==> src/etl_pkg.sv <==
// ----------------------------------------------------------------------------
// Expression token lexer package
// Token kinds, character codes, the token word layout and small helpers.
// ----------------------------------------------------------------------------
`timescale 1ns / 1ps

package etl_pkg;

  // Token kinds as they appear on the result port.
  typedef enum logic [4:0] {
    KIND_PLUS   = 5'd0,
    KIND_MINUS  = 5'd1,
    KIND_MULT   = 5'd2,
    KIND_DIV    = 5'd3,
    KIND_NUM    = 5'd4,
    KIND_LPAREN = 5'd5,
    KIND_RPAREN = 5'd6,
    KIND_LBRACE = 5'd7,
    KIND_RBRACE = 5'd8,
    KIND_COMMA  = 5'd9,
    KIND_DOT    = 5'd10,
    KIND_SEMI   = 5'd11,
    KIND_SLASH  = 5'd12,
    KIND_NOT    = 5'd13,
    KIND_NOTEQ  = 5'd14,
    KIND_ASSIGN = 5'd15,
    KIND_EQ     = 5'd16,
    KIND_GT     = 5'd17,
    KIND_GE     = 5'd18,
    KIND_LT     = 5'd19,
    KIND_LE     = 5'd20
  } token_kind_e;

  // Operator held for one character while waiting for a possible '='.
  typedef enum logic [1:0] {
    OP_NOT    = 2'd0,
    OP_ASSIGN = 2'd1,
    OP_GT     = 2'd2,
    OP_LT     = 2'd3
  } held_op_e;

  // Character codes the lexer reacts to.
  localparam logic [7:0] CH_PLUS    = 8'h2B;
  localparam logic [7:0] CH_MINUS   = 8'h2D;
  localparam logic [7:0] CH_STAR    = 8'h2A;
  localparam logic [7:0] CH_SLASH   = 8'h2F;
  localparam logic [7:0] CH_LPAREN  = 8'h28;
  localparam logic [7:0] CH_RPAREN  = 8'h29;
  localparam logic [7:0] CH_LBRACE  = 8'h7B;
  localparam logic [7:0] CH_RBRACE  = 8'h7D;
  localparam logic [7:0] CH_COMMA   = 8'h2C;
  localparam logic [7:0] CH_POINT   = 8'h2E;
  localparam logic [7:0] CH_SEMI    = 8'h3B;
  localparam logic [7:0] CH_BSLASH  = 8'h5C;
  localparam logic [7:0] CH_BANG    = 8'h21;
  localparam logic [7:0] CH_EQUAL   = 8'h3D;
  localparam logic [7:0] CH_GREATER = 8'h3E;
  localparam logic [7:0] CH_LESS    = 8'h3C;
  localparam logic [7:0] CH_NEWLINE = 8'h0A;
  localparam logic [7:0] CH_ZERO    = 8'h30;
  localparam logic [7:0] CH_NINE    = 8'h39;

  // Largest fraction digit count.
  localparam logic [4:0] FRAC_MAX = 5'd31;

  // One result word.
  typedef struct packed {
    token_kind_e kind;
    logic [31:0] mantissa;
    logic [4:0]  frac_digits;
    logic        num_overflow;
    logic        run_last;
  } token_t;

  // Builds a token word; the last-token flag is set later.
  function automatic token_t make_token(input token_kind_e kind, input logic [31:0] mant,
                                        input logic [4:0] frac, input logic ovf);
    token_t t;
    t.kind         = kind;
    t.mantissa     = mant;
    t.frac_digits  = frac;
    t.num_overflow = ovf;
    t.run_last     = 1'b0;
    return t;
  endfunction

  // Kind of a held operator, either on its own or merged with a following '='.
  function automatic token_kind_e held_kind(input held_op_e op, input logic merged);
    token_kind_e k;
    case (op)
      OP_NOT:    k = merged ? KIND_NOTEQ : KIND_NOT;
      OP_ASSIGN: k = merged ? KIND_EQ    : KIND_ASSIGN;
      OP_GT:     k = merged ? KIND_GE    : KIND_GT;
      OP_LT:     k = merged ? KIND_LE    : KIND_LT;
      default:   k = KIND_NOT;
    endcase
    return k;
  endfunction

endpackage

==> src/expression_token_lexer_top.sv <==
// ----------------------------------------------------------------------------
// Expression token lexer
// Turns a stream of ASCII characters into operator, punctuation and number
// tokens, one character per word in and one token per word out.
// ----------------------------------------------------------------------------
// The lexer takes one character per cycle and returns zero to three tokens for
// it. A character that causes at most one token leaves the input stall low, so
// a steady stream of such characters moves at one word per cycle while the
// output is not stalled. When a character causes two or three tokens, the
// input stalls while they leave the three-entry result buffer one per cycle;
// that buffer, and how fast the downstream side drains it, set the rate. The
// characters '!', '=', '>' and '<' are held until the next character so a
// following '=' can merge into "!=", "==", ">=" or "<="; a single backslash is
// held the same way, and two backslashes open a comment that runs through the
// next newline. Numbers are returned as a saturating mantissa of all their
// digits plus a count of the digits after the point, so that the value equals
// the mantissa divided by ten to the power of that count. A word with
// text_end_i set flushes whatever is held and returns the lexer to its reset
// state. The run_last_o flag marks the last token caused by one character.
// ----------------------------------------------------------------------------
`timescale 1ns / 1ps

module expression_token_lexer_top #(
  parameter int unsigned MANT_BITS = 32
) (
  input  logic        clk_i,
  input  logic        rst_ni,
  // Character input channel.
  input  logic        in_valid_i,
  output logic        in_stall_o,
  input  logic [7:0]  char_code_i,
  input  logic        text_end_i,
  // Token output channel.
  output logic        out_valid_o,
  input  logic        out_stall_i,
  output logic [4:0]  token_kind_o,
  output logic [31:0] mantissa_o,
  output logic [4:0]  frac_digits_o,
  output logic        num_overflow_o,
  output logic        run_last_o
);

  // Lexer modes: what is held from earlier characters.
  typedef enum logic [2:0] {
    MODE_IDLE,
    MODE_OP,
    MODE_BS,
    MODE_INT,
    MODE_DOT,
    MODE_FRAC,
    MODE_CMT
  } mode_e;

  localparam int unsigned WideW = MANT_BITS + 4;

  // Lexer state.
  mode_e                   mode_q, mode_d;
  etl_pkg::held_op_e       op_q, op_d;
  logic [MANT_BITS-1:0]    val_q, val_d;
  logic [4:0]              frac_q, frac_d;
  logic                    ovf_q, ovf_d;

  // Result buffer: up to three tokens, the oldest in entry zero.
  etl_pkg::token_t         tok_q [3];
  etl_pkg::token_t         tok_d [3];
  logic [1:0]              cnt_q;
  logic [1:0]              n_d;

  logic                    in_accept;
  logic                    out_pop;
  logic                    is_digit;
  logic                    used;
  logic [3:0]              digit;
  logic [WideW-1:0]        acc_wide;
  logic [MANT_BITS-1:0]    acc_val;
  logic                    acc_sat;

  assign out_valid_o = (cnt_q != 2'd0);
  assign out_pop     = out_valid_o && !out_stall_i;
  // A new character is taken when the buffer is empty by the end of this cycle.
  assign in_stall_o  = !((cnt_q == 2'd0) || ((cnt_q == 2'd1) && !out_stall_i));
  assign in_accept   = in_valid_i && !in_stall_o;

  assign token_kind_o   = tok_q[0].kind;
  assign mantissa_o     = tok_q[0].mantissa;
  assign frac_digits_o  = tok_q[0].frac_digits;
  assign num_overflow_o = tok_q[0].num_overflow;
  assign run_last_o     = tok_q[0].run_last;

  assign is_digit = char_code_i inside {[etl_pkg::CH_ZERO:etl_pkg::CH_NINE]};
  assign digit    = char_code_i[3:0];

  // Mantissa times ten plus the new digit, saturating when it no longer fits.
  assign acc_wide = ({4'b0000, val_q} << 3) + ({4'b0000, val_q} << 1) + WideW'(digit);
  assign acc_sat  = (acc_wide[WideW-1:MANT_BITS] != 4'b0000);
  assign acc_val  = acc_sat ? {MANT_BITS{1'b1}} : acc_wide[MANT_BITS-1:0];

  always_comb begin
    mode_d = mode_q;
    op_d   = op_q;
    val_d  = val_q;
    frac_d = frac_q;
    ovf_d  = ovf_q;
    n_d    = 2'd0;
    used   = 1'b0;
    for (int i = 0; i < 3; i++) begin
      tok_d[i] = '0;
    end

    // Resolve whatever the previous characters left pending.
    case (mode_q)
      MODE_OP: begin
        if (char_code_i == etl_pkg::CH_EQUAL) begin
          tok_d[n_d] = etl_pkg::make_token(etl_pkg::held_kind(op_q, 1'b1), '0, '0, 1'b0);
          used = 1'b1;
        end else begin
          tok_d[n_d] = etl_pkg::make_token(etl_pkg::held_kind(op_q, 1'b0), '0, '0, 1'b0);
        end
        n_d    = n_d + 2'd1;
        mode_d = MODE_IDLE;
      end
      MODE_BS: begin
        if (char_code_i == etl_pkg::CH_BSLASH) begin
          mode_d = MODE_CMT;
          used   = 1'b1;
        end else begin
          tok_d[n_d] = etl_pkg::make_token(etl_pkg::KIND_SLASH, '0, '0, 1'b0);
          n_d        = n_d + 2'd1;
          mode_d     = MODE_IDLE;
        end
      end
      MODE_INT: begin
        if (is_digit) begin
          val_d = acc_val;
          ovf_d = ovf_q | acc_sat;
          used  = 1'b1;
        end else if (char_code_i == etl_pkg::CH_POINT) begin
          mode_d = MODE_DOT;
          used   = 1'b1;
        end else begin
          tok_d[n_d] = etl_pkg::make_token(etl_pkg::KIND_NUM, 32'(val_q), frac_q, ovf_q);
          n_d        = n_d + 2'd1;
          mode_d     = MODE_IDLE;
        end
      end
      MODE_DOT, MODE_FRAC: begin
        if (is_digit) begin
          if (frac_q == etl_pkg::FRAC_MAX) begin
            ovf_d = 1'b1;
          end else begin
            frac_d = frac_q + 5'd1;
            val_d  = acc_val;
            ovf_d  = ovf_q | acc_sat;
          end
          mode_d = MODE_FRAC;
          used   = 1'b1;
        end else begin
          tok_d[n_d] = etl_pkg::make_token(etl_pkg::KIND_NUM, 32'(val_q), frac_q, ovf_q);
          n_d        = n_d + 2'd1;
          // A point with no digit after it becomes a dot token of its own.
          if (mode_q == MODE_DOT) begin
            tok_d[n_d] = etl_pkg::make_token(etl_pkg::KIND_DOT, '0, '0, 1'b0);
            n_d        = n_d + 2'd1;
          end
          mode_d = MODE_IDLE;
        end
      end
      MODE_CMT: begin
        if (char_code_i == etl_pkg::CH_NEWLINE) begin
          mode_d = MODE_IDLE;
        end
        used = 1'b1;
      end
      default: begin
        mode_d = MODE_IDLE;
      end
    endcase

    // The character starts fresh when nothing above consumed it.
    if (!used) begin
      mode_d = MODE_IDLE;
      case (char_code_i)
        etl_pkg::CH_PLUS: begin
          tok_d[n_d] = etl_pkg::make_token(etl_pkg::KIND_PLUS, '0, '0, 1'b0);
          n_d        = n_d + 2'd1;
        end
        etl_pkg::CH_MINUS: begin
          tok_d[n_d] = etl_pkg::make_token(etl_pkg::KIND_MINUS, '0, '0, 1'b0);
          n_d        = n_d + 2'd1;
        end
        etl_pkg::CH_STAR: begin
          tok_d[n_d] = etl_pkg::make_token(etl_pkg::KIND_MULT, '0, '0, 1'b0);
          n_d        = n_d + 2'd1;
        end
        etl_pkg::CH_SLASH: begin
          tok_d[n_d] = etl_pkg::make_token(etl_pkg::KIND_DIV, '0, '0, 1'b0);
          n_d        = n_d + 2'd1;
        end
        etl_pkg::CH_LPAREN: begin
          tok_d[n_d] = etl_pkg::make_token(etl_pkg::KIND_LPAREN, '0, '0, 1'b0);
          n_d        = n_d + 2'd1;
        end
        etl_pkg::CH_RPAREN: begin
          tok_d[n_d] = etl_pkg::make_token(etl_pkg::KIND_RPAREN, '0, '0, 1'b0);
          n_d        = n_d + 2'd1;
        end
        etl_pkg::CH_LBRACE: begin
          tok_d[n_d] = etl_pkg::make_token(etl_pkg::KIND_LBRACE, '0, '0, 1'b0);
          n_d        = n_d + 2'd1;
        end
        etl_pkg::CH_RBRACE: begin
          tok_d[n_d] = etl_pkg::make_token(etl_pkg::KIND_RBRACE, '0, '0, 1'b0);
          n_d        = n_d + 2'd1;
        end
        etl_pkg::CH_COMMA: begin
          tok_d[n_d] = etl_pkg::make_token(etl_pkg::KIND_COMMA, '0, '0, 1'b0);
          n_d        = n_d + 2'd1;
        end
        etl_pkg::CH_POINT: begin
          tok_d[n_d] = etl_pkg::make_token(etl_pkg::KIND_DOT, '0, '0, 1'b0);
          n_d        = n_d + 2'd1;
        end
        etl_pkg::CH_SEMI: begin
          tok_d[n_d] = etl_pkg::make_token(etl_pkg::KIND_SEMI, '0, '0, 1'b0);
          n_d        = n_d + 2'd1;
        end
        etl_pkg::CH_BSLASH: begin
          mode_d = MODE_BS;
        end
        etl_pkg::CH_BANG: begin
          mode_d = MODE_OP;
          op_d   = etl_pkg::OP_NOT;
        end
        etl_pkg::CH_EQUAL: begin
          mode_d = MODE_OP;
          op_d   = etl_pkg::OP_ASSIGN;
        end
        etl_pkg::CH_GREATER: begin
          mode_d = MODE_OP;
          op_d   = etl_pkg::OP_GT;
        end
        etl_pkg::CH_LESS: begin
          mode_d = MODE_OP;
          op_d   = etl_pkg::OP_LT;
        end
        default: begin
          // A first digit cannot overflow, so it is loaded as it is.
          if (is_digit) begin
            val_d  = MANT_BITS'(digit);
            frac_d = 5'd0;
            ovf_d  = 1'b0;
            mode_d = MODE_INT;
          end
        end
      endcase
    end

    // At the final character, flush what is held and return to reset state.
    if (text_end_i) begin
      case (mode_d)
        MODE_OP: begin
          tok_d[n_d] = etl_pkg::make_token(etl_pkg::held_kind(op_d, 1'b0), '0, '0, 1'b0);
          n_d        = n_d + 2'd1;
        end
        MODE_BS: begin
          tok_d[n_d] = etl_pkg::make_token(etl_pkg::KIND_SLASH, '0, '0, 1'b0);
          n_d        = n_d + 2'd1;
        end
        MODE_INT, MODE_FRAC: begin
          tok_d[n_d] = etl_pkg::make_token(etl_pkg::KIND_NUM, 32'(val_d), frac_d, ovf_d);
          n_d        = n_d + 2'd1;
        end
        MODE_DOT: begin
          tok_d[n_d] = etl_pkg::make_token(etl_pkg::KIND_NUM, 32'(val_d), frac_d, ovf_d);
          n_d        = n_d + 2'd1;
          tok_d[n_d] = etl_pkg::make_token(etl_pkg::KIND_DOT, '0, '0, 1'b0);
          n_d        = n_d + 2'd1;
        end
        default: begin
        end
      endcase
      mode_d = MODE_IDLE;
      op_d   = etl_pkg::OP_NOT;
      val_d  = '0;
      frac_d = 5'd0;
      ovf_d  = 1'b0;
    end

    if (n_d != 2'd0) begin
      tok_d[n_d - 2'd1].run_last = 1'b1;
    end
  end

  // Lexer state and buffer fill count.
  always_ff @(posedge clk_i or negedge rst_ni) begin
    if (!rst_ni) begin
      mode_q <= MODE_IDLE;
      op_q   <= etl_pkg::OP_NOT;
      val_q  <= '0;
      frac_q <= 5'd0;
      ovf_q  <= 1'b0;
      cnt_q  <= 2'd0;
    end else begin
      if (in_accept) begin
        mode_q <= mode_d;
        op_q   <= op_d;
        val_q  <= val_d;
        frac_q <= frac_d;
        ovf_q  <= ovf_d;
        cnt_q  <= n_d;
      end else if (out_pop) begin
        cnt_q  <= cnt_q - 2'd1;
      end
    end
  end

  // Token words; an accepted character always finds the buffer drained.
  always_ff @(posedge clk_i) begin
    if (in_accept) begin
      tok_q[0] <= tok_d[0];
      tok_q[1] <= tok_d[1];
      tok_q[2] <= tok_d[2];
    end else if (out_pop) begin
      tok_q[0] <= tok_q[1];
      tok_q[1] <= tok_q[2];
    end
  end

endmodule
==> config.mk <==
export PLATFORM = sky130hd
export DESIGN_NAME = expression_token_lexer_top
export DESIGN_NICKNAME = d
export VERILOG_FILES = /design/src/etl_pkg.sv /design/src/expression_token_lexer_top.sv
export SDC_FILE = /design/constraint.sdc
export NUM_CORES = 1
export LEC_CHECK = 0
export BUFFER_PORTS_ARGS = -buffer_cell sky130_fd_sc_hd__buf_4
export CORE_MARGIN = 3
export CORE_UTILIZATION = 57
export CTS_CLUSTER_SIZE = 16
export DETAILED_ROUTE_END_ITERATION = 16
export GPL_TIMING_DRIVEN = 1
export PLACE_DENSITY = 0.78
export SLEW_MARGIN = 20
export SYNTH_ARGS = -nofsm -noshare
export SYNTH_HDL_FRONTEND = slang
export SYNTH_SLANG_ARGS = --single-unit
==> constraint.sdc <==
create_clock -name clk_i -period 7.15 [get_ports clk_i]
set_input_delay 0.3575 -clock clk_i [delete_from_list [all_inputs] [get_ports clk_i]]
set_output_delay 0.3575 -clock clk_i [all_outputs]
set_load 0.02 [all_outputs]
Yosys cells after proc, flatten, opt, wreduce, memory -nomap -nowiden

Memory sizes are Yosys's and may differ from the RTL's.
Index checks and enable logic that the tools add are counted.

Flip-flop bits (word level): 45
Memory bits (writable): 132
Word-level logic and storage cells: 221
Memories: 1

Memories:

| memory | depth | width | read ports | clocked after Yosys merged registers in | write ports | RTL line                         | source |
|---|---|---|---|---|---|---|---|
| tok_q  | 3     | 44    | 3          | 0                                       | 3           | expression_token_lexer_top.sv:64 | `etl_pkg::token_t tok_q [3];` |

Add/subtract/negate cells: 8
Magnitude comparators: 10
Equality and inequality tests: 36
Multiplexer cells: 91
Bitwise operators: 45
Reduce and logical (&&, ||, !) cells: 24

Operators with widths:

| cell               | number |
|---|---|
| $pmux 132 s11      | 1 |
| $and 126x126->126  | 7 |
| $not 126->126      | 7 |
| $pmux 132 s4       | 1 |
| $bwmux 132         | 3 |
| $mux 132           | 3 |
| $and 129x129->129  | 3 |
| $not 129->129      | 3 |
| $demux 44 s2       | 4 |
| $mux 44            | 7 |
| $mux 32            | 8 |
| $and 123x123->123  | 2 |
| $not 123->123      | 2 |
| $pmux 44 s4        | 1 |
| $and 132x132->132  | 1 |
| $not 132->132      | 1 |
| $eq 8x6->1 const B | 13 |
| $mux 43            | 2 |
| $mux 86            | 1 |
| $mux 42            | 2 |
| $pmux 32 s2        | 1 |
| $pmux 5 s4         | 3 |
| $mux 5             | 9 |
| $or 6x6->6         | 7 |
| 40 further kinds   | 122 |

Depth between registers and ports, before layout

Depth in word-level cells: 20
Gate-level depth with buffers: 21
Gate-level depth less buffers: 17

Worst setup path after synthesis

No wires, ideal clock.

Path type: register -> register
From: register cnt_q[0]
To: register cnt_q[1]
Library setup time: 179 ps
Arrival: 7565 ps
Required time: 6971 ps
Slack: -594 ps
Cell stages (with the launch flop): 6
Period minus slack after synthesis: 7744 ps
Cell sequence: dfrtp_1 -> inv_1 -> ha_1 -> o21ai_0 -> o211ai_1 -> o21ai_0

Cells in the longest elaborated chain, start to end: 5
Elaborated cells on any way between the ends: 11
Those cells by class: add/sub (1); eq/ne (1); mux (2); reduce/logical (7)

Ends and longest elaborated chain:

| element                                             | RTL line                          | source |
|---|---|---|
| start: declaration                                  | expression_token_lexer_top.sv:66  | `logic [1:0] cnt_q;` |
| start signal: assignment                            | expression_token_lexer_top.sv:310 | `cnt_q <= n_d;` |
| start signal: assignment                            | expression_token_lexer_top.sv:312 | `cnt_q <= cnt_q - 2'd1;` |
| branches (longest 5 deep; another with $sub 2x1->2) | n/a                               |  |

Parallel ways; which one is timed is not known. The select of a mux whose other input is x is not followed.
A chain may end at the register's enable or synchronous reset.

==> run_results.csv <==
group,metric,value,unit
sta,setup_ws,2070,ps
min_path,min_path_cells,2,
floorplan,die_h,150,um
route,viasPerCell,6.49,
logic_synthesis,synthArstFlopShare,0.254,
sta,hold_ws,333,ps
logic_synthesis,syn_area_per_cell,9.26,um2
min_path,hp-class,"input pin to flop",
critical_path,reg2regPathDepth,14,
critical_path,r2r-start,"val_q[0]$_DFFE_PN0P_",
cts,cts-buffers-inserted,17,
run_status,status,"complete, no violations",
place,gp_congestion,0.966,
floorplan,die_x,150,um
logic_synthesis,yosysMostFrequentCell,"nand2_1",
floorplan,ios,59,
logic_synthesis,synth.top_cell.area_share,0.335,
sta,fin_setup_tns,0,ps
cts,cts.sinks,177,
critical_path,worstPathArrival,5240,ps
global_route,grt_first_pass_wirelength,50.8,mm
sta,max_freq,197,MHz
critical_path,cp-end-kind,"flop",
pwr,ir_worst_vdd,209,uV
critical_path,critical_path_class,"flop to flop",
sta,skew,9.63,ps
logic_synthesis,synth_area_leaders,"edfxtp_1 33%, dfrtp_1 9.5%, ha_1 8.2%",
floorplan,rows,52,
logic_synthesis,synth.cell_area,11800,um2
route,drc,0,
place,portBuffers,58,
min_path,hp-start,"text_end_i",
floorplan,dieArea,22500,um2
logic_synthesis,synth_edf_count,132,
job,drv_cap,0,
critical_path,critPathLaunch,"val_q[0]$_DFFE_PN0P_",
pwr,p_leak,5.03,nW
pwr,p_per_area,273,nW/um2
place,dp.cells,1505,
final_layout,seq_area,5090,um2
logic_synthesis,seq_area_frac_synth,0.430,
sta,maxSlewViolCount,0,
sta,slew_headroom,0.306,
final_layout,fill_cells,1701,
route,drt_pass1_iterations,5,
cts,clockBufferDepth,2,
place,detailed_place_hpwl,21.7,mm
floorplan,start_util,0.583,
final_layout,final_nets,1349,
logic_synthesis,syn_inst,1279,
route,drt_iter0_markers,1367,
sta,setup_viol,0,
cts,root_buffer,"clkbuf_16",
logic_synthesis,synth_seq_cells,177,
cts,htreeDepth,4,
global_route,grt_max_degree,58,
floorplan,core-area,20300,um2
critical_path,crit_required,7320,ps
sta,fin_crit,5080,ps
cts,clk_latency,440,ps
global_route,overflow,0,
critical_path,crit_fanout,23,
critical_path,critPathLaunchType,"flop",
final_layout,multi_input_area,6000,um2
route,vias,9983,
final_layout,n_antenna_cell,0,
logic_synthesis,yosysTopAreaCell,"edfxtp_1",
logic_synthesis,synth_flop_cell,"edfxtp_1",
global_route,antenna_found_initial,0,
sta,grt_setup_unrepaired,"no",
route,ant_nets,0,
logic_synthesis,synth_common_cells,"163 x nand2_1, 132 x edfxtp_1, 114 x nor2_1",
logic_synthesis,postSynthNetCount,1372,
logic_synthesis,ys_warn_count,0,
route,wl_per_cell,20.6,um
global_route,track_usage,0.285,
final_layout,synthToLayoutAreaGrowth,7.27,%
cts,cts_tree,"done",
sta,worst_pin_slew,1040,ps
sta,period_share,0.710,
cts,post_cts_resized,0,
cts,clkSlewWorstSetupHoldPaths,70,ps
final_layout,layout-drive-gt1-share,0.103,
logic_synthesis,ys_types,84,
final_layout,layout.cells.non_filler,1539,
route,routed_wl,31.6,mm
global_route,grt_pass1_vias,9300,
place,post-place-ws,1940,ps
sta,hold_viol,0,
timing repair:
action	4_1_cts	5_1_grt
hold endpoints to repair	45	0
setup endpoints to repair	0	0
setup buffers	0	0
hold buffers	1	0
path summary, 6_finish.rpt:
kind,end,slack [ps]
hold reg to reg,tok_q[0][44]$_DFFE_PP_,520
max in group asynchronous,val_q[16]$_DFFE_PN0P_,6180
setup / recovery,tok_q[0][38]$_DFFE_PP_,2070
hold / removal,op_q[1]$_DFFE_PN0P_,330
min in group asynchronous,op_q[1]$_DFFE_PN0P_,510
setup reg to reg,tok_q[0][38]$_DFFE_PP_,2070
critical path, stage by stage, from the launching register on:
cell	delay, ps
dfrtp_1	430
inv_1	100
fa_1	560
inv_1	60
ha_1	280
a211oi_1	250
o21ai_1	140
a31oi_1	310
o221ai_1	250
a31oi_1	400
o21ai_0	180
a22oi_2	400
nand2_1	630
o31ai_1	640
o21ai_0	160
cell usage in the layout (no fill, tap or decap), drive strengths merged, types with 6 or more instances in the layout:
cell,synthesis,layout
o21a,10,10
a21oi,82,82
o211ai,15,15
a22oi,39,39
buf,65,73
nand2,163,163
nand2b,14,14
nor3,26,26
nand4,15,15
clkinv,0,6
ha,78,78
nand3,28,28
xnor2,15,15
dfrtp,45,45
o31ai,23,23
a31oi,16,16
nor2b,11,11
a31o,6,6
a22o,9,9
and2,6,6
nor3b,7,7
o22ai,13,13
o221ai,14,14
edfxtp,132,132
xor2,14,14
inv,32,38
clkbuf,51,17
a211oi,10,10
nor2,115,115
a21o,7,7
o21ai,138,138
layer usage:
metal / vias to the layer above / track usage / share of wire
li1: 4697 / - / -
met1: 4749 / 0.422 / 0.44
met2: 487 / 0.436 / 0.45
met3: 50 / 0.0446 / 0.094
met4: 0 / 0.0846 / 0.017
met5: - / 0 / 0
stage by stage:
| step | power, W | util | cell area (um2) |
|---|---|---|---|
| floorplan | 0.00231 | - | 11800 |
| global placement | 0.00252 | 0.595 | 12100 |
| detailed placement | 0.00254 | 0.595 | 12100 |
| CTS | 0.00347 | 0.624 | 12700 |
| global route | 0.00362 | 0.626 | 12700 |
| finish | 0.00347 | 0.626 | 12700 |
registers in the layout, summed over array words and instances (netlist names):
signal and cells:
cnt_q 2, tok_q 132, val_q 32, ovf_q 1, op_q 2, mode_q 3, frac_q 5
logic make-up after synthesis:
group                      synth area share
AOI/OAI and AO/OA                     0.231
xor gates and xnor gates             0.0214
adders and majority gates            0.0858
buffers and inverters                0.0651
DFF                                   0.430
muxes                               0.00169
and+or+nand+nor                       0.165
report_power, final:
group	total [W]	switching [W]	internal, W	leakage [nW]
Sequential	0.00157	0.0000905	0.00148	1.94
Combinational	0.000964	0.000648	0.000316	2.81
Clock	0.000932	0.000441	0.000491	0.278
Total	0.00347	0.00118	0.00229	5.03
cell type report:
cell class,instances,share of cell area
Tap cell,270,0.0266
Inverter,32,0.00946
Timing Repair Buffer,74,0.0455
Sequential cell,177,0.401
Clock buffer,17,0.0335
Multi-Input combinational cell,954,0.472
Clock inverter,15,0.0119
Note: power is estimated with default switching activity, not from simulation.
